--- src/design/ncxd_ram.sv ---
module ncxd_ram #(
	parameter int WIDTH = 32,
	parameter int DEPTH = 128
) (
	input  logic                             clk,
	input  logic                             we,
	input  logic [$clog2(DEPTH)-1:0]         waddr,
	input  logic [WIDTH-1:0]                 wdata,
	input  logic                             re,
	input  logic [$clog2(DEPTH)-1:0]         raddr,
	output logic [WIDTH-1:0]                 rdata
);

	logic [WIDTH-1:0] mem_q [DEPTH];

	always_ff @(posedge clk) begin
		if (we) begin
			mem_q[waddr] <= wdata;
		end
		if (re) begin
			rdata <= mem_q[raddr];
		end
	end

endmodule

--- config.mk ---
export PLATFORM = sky130hd
export DESIGN_NAME = ncxd_ram
export DESIGN_NICKNAME = d
export VERILOG_FILES = /design/src/design/ncxd_ram.sv
export SDC_FILE = /design/constraint.sdc
export NUM_CORES = 2
export LEC_CHECK = 0
export BUFFER_PORTS_ARGS = -buffer_cell sky130_fd_sc_hd__clkbuf_2
export CORE_MARGIN = 5
export CORE_UTILIZATION = 31
export DETAILED_ROUTE_END_ITERATION = 12
export PLACE_DENSITY = 0.46
export SYNTH_ARGS = -nofsm -noshare
export SYNTH_HDL_FRONTEND = slang
export SYNTH_SLANG_ARGS = --single-unit
--- constraint.sdc ---
create_clock -name clk -period 10.8 [get_ports clk]
set_input_delay 1.08 -clock clk [delete_from_list [all_inputs] [get_ports clk]]
set_output_delay 1.08 -clock clk [all_outputs]
set_load 0.02 [all_outputs]
* Yosys cells after proc, flatten, opt, wreduce, memory -nomap -nowiden
Memory sizes are Yosys's and may differ from the RTL's. A register that Yosys moved wholly into a read port is not among the register bits. Index checks and enable logic that the tools add are counted. W data, S select, Z words.
Storage, ports and cells: register bits after elaboration 0, RAM bits 4096, input port bits 49, output and inout port bits 32, logic and storage cells 3, memories kept 1
Memories:
- mem_q | words 128, width 32, read ports 1, clocked after memory_dff 1, write ports 1, line 14 | logic [WIDTH-1:0] mem_q [DEPTH];
Operators by class: mux-type cells 2
Operators with widths (count):
- $mux W1 | 2

* Longest topological paths before layout
depth in word-level cells 2, depth in mapped cells 8, mapped depth without buffers 4

* Worst setup path after synthesis
No wires, ideal clock.
kind input-to-reg, from input port we, to memory mem_q[98][0], enable pin, setup time 461 ps, data arrival time 3858 ps, data required time 10339 ps, path slack 6481 ps, stages 3, path buffers 1, cells stage by stage clkbuf_1 > nand4_1 > nor3_1
Between the ends: longest elaborated chain between the ends 2
Ends and longest elaborated chain:
- from (decl) | line 6 | input logic we,
- $mux W1 | line 17 | if (we) begin
- $mux W1 (implied by the code) | line 18 | mem_q[waddr] <= wdata;
- to (decl) | line 14
Every way passes these cells.

==> flow_summary.toml <==
[clock_tree]
clockBufferDepth = 4
cts_tree = "yes"
clockRootBuffer = "clkbuf_16"
cts_setup_buffers = 0
hold_buffers = 0
ctsHtreeMaxLevel = 5
clkTransAtPathRegs_ns = 0.06
clock-sinks = 4128
cts_resized = 0
cts_made_buffers = 424
clkLatencyLatePin_ns = 1.00

[power_and_ir_drop]
power.internal_uw = 26480
p_sw_uw = 7403
pwr-share-clk = 0.423
netSwitchingFraction = 0.2185
p_leak_uw = 0.05413
seqPwrFrac = 0.525
ir_worst_vdd_uv = 138.8
p_per_area_nw_per_um2 = 187.7
p_comb_frac = 0.052

[min_path]
hold_path_class = "primary input to flip-flop"

[synth]
ys_types = 16
seq_area_frac_synth = 0.7916
avgSynthCellArea_um2 = 26.14
mappedNetlistNets = 6039
ys_warn_count = 0
synth_area_um2 = 156600
syn-instance-count = 5990
ys_ff_latch = 4128

[global_routing]
grt_max_degree = 113
grt-ovfl-total = 0
grtUsageTotal = 0.1805
antenna_found_initial = 77
grt_pass1_wl_mm = 645.0
grt_pass1_vias = 72940

[placed_design]
dp_hpwl_mm = 260.6
preCtsSetupSlack_ns = 5.056
gp_congestion = 0.7588
portBuffers = 80

[worst_setup_path]
crit_path_top_delay_cell = "buf_4"
cp-start-kind = "primary input"
criticalPathCategory = "primary input to flip-flop"
path_max_fanout = 82
rrSetupSlack_ns = 7.92
crit_arrival_ns = 5.42
cp_common_cell = "mux4_2"
cp.required_ns = 11.51
crit_path_end_kind = "flip-flop"
cp_slowest_stage_delay_ns = 0.69
worstPathCellList = "buf_12 -> buf_12 -> buf_4 -> mux4_2 -> mux4_2 -> mux4_2 -> mux2_2"

[floorplanning]
die_h_um = 720.7
core_um2 = 504200
core.rowCount = 261
die-area_um2 = 519500
die_x_um = 720.7
start_util = 0.3106
ios = 81

[sta]
fin_tns_setup_ns = 0
slew_violations = 0
tightest_slew_ns = 1.216
max_freq_mhz = 212.6
hold_viol_final = 0
fin_ws_ns = 6.096
relSlewSlack = 0.1894
fin_worst_skew_ns = 0.05577
setup_viol = 0
post-route-period-util = 0.4356
rsz0062_at_grt = "false"
period_needed_ns = 4.704

[status]
status = "completed"

[detailed_routing]
routedWlPerCell_um = 35.34
wl_met2_mm = 239.8
final_antenna_net_count = 0
drc = 0
wl_mm = 477.2
wirelength_met1_mm = 197.4
first_pass_iters = 5
drtIter0Drc = 8925
dr_wl_met3_mm = 28.89
vias_per_cell = 5.269
routed.top_layer = "met5"
num_vias = 71150

[final_layout]
layout-drive-gt1-share = 0.3541
final_net_count = 6453
layout-area-overhead-vs-synth_pct = 15.28

[flow_run]
max_cap_viol_count = 0
==> through the flow <==
step / power (uW) / area, um^2 / utilization / hold WS, ns / std cells
5_1_grt: 34950 / 180500 / 0.3579 / 0.4750 / 13480
3_5_place_dp: 19940 / 167100 / 0.3313 / 1.211 / 12680
6_report: 33880 / 180500 / 0.3580 / 0.5419 / 13500
2_1_floorplan: 18940 / 156600 / - / 1.149 / 5990
4_1_cts: 34270 / 180400 / 0.3578 / 0.4267 / 13460
3_3_place_gp: 19910 / 167100 / 0.3313 / 1.213 / 12680
==> final cells by class <==
type                            instances  area [um^2]
Sequential cell                      4128       124000
Timing Repair Buffer                  304         2429
Fill cell                           45880       323700
Tap cell                             6706         8391
Clock inverter                        266         2349
Clock buffer                          508        10990
Multi-Input combinational cell       1546        32290
Antenna cell                           45        112.6
==> power by group through the flow <==
stage / Sequential [uW] / Clock (uW) / Combinational [uW]
after detailed placement: 18100 / 0 / 1820
after CTS: 17800 / 14700 / 1820
after global placement: 18100 / 0 / 1800
after global routing: 17800 / 15300 / 1850
final: 17800 / 14300 / 1770
after floorplan: 18100 / 0 / 854
==> sequential cells by signal, indices dropped and copies added (netlist names) <==
name and flops:
mem_q 4096, rdata 32
==> path summary, 6_finish.rpt <==
check	endpoint	cells past startpoint	start
worst max-delay path	rdata[23]$_DFFE_PP_	7	raddr[0]
worst min-delay path	mem_q[24][11]$_DFFE_PP_	1	wdata[11]
worst max register to register	rdata[29]$_DFFE_PP_	4	mem_q[26][29]$_DFFE_PP_
worst min register to register	rdata[1]$_DFFE_PP_	4	mem_q[67][1]$_DFFE_PP_
==> critical path, delay by kind of cell <==
kind                   cells  cell delay (ns)
multiplexers               4             2.09
buffers and inverters      3             1.71
==> cell families (layout without fill, tap and decap cells) <==
kind of cell | Yosys count | after routing | share of synthesized area
AND/OR/NAND/NOR | 170 | 170 | 0.004450
buffers and inverters | 316 | 1078 | 0.008373
multiplexers | 1376 | 1376 | 0.1956
flip-flops | 4128 | 4128 | 0.7916
other | 0 | 45 | 0
==> cell usage in the layout (no fill, tap or decap), drive strengths merged <==
cell      netlist  layout
buf           134     262
bufinv          0      38
clkbuf        182     550
clkinv          0     211
clkinvlp        0       4
diode           0      45
edfxtp       4128    4128
inv             0      13
mux2           32      32
mux4         1344    1344
nand2          14      14
nand2b          2       2
nand3          12      12
nand4           3       3
nor2          122     122
nor2b           7       7
nor3            9       9
or3             1       1
==> synth_stat cells <==
cell type	instances	area (um^2)
mux2_2	32	360.4
buf_6	2	22.52
nor3_1	9	45.04
nand2b_1	2	12.51
nand3_1	12	60.06
mux4_2	1344	30270
or3_1	1	6.260
clkbuf_1	182	683.2
buf_1	50	187.7
nor2_1	122	457.9
buf_4	3	22.52
edfxtp_1	4128	124000
nor2b_1	7	43.79
nand2_1	14	52.55
nand4_1	3	18.77
buf_2	79	395.4
==> layer usage <==
metal,track usage,vias to the layer above
li1,-,27380
met1,0.2456,40730
met2,0.3053,2474
met3,0.02786,548
met4,0.04260,20
met5,0,-
Power figures use the tool's default switching activity.
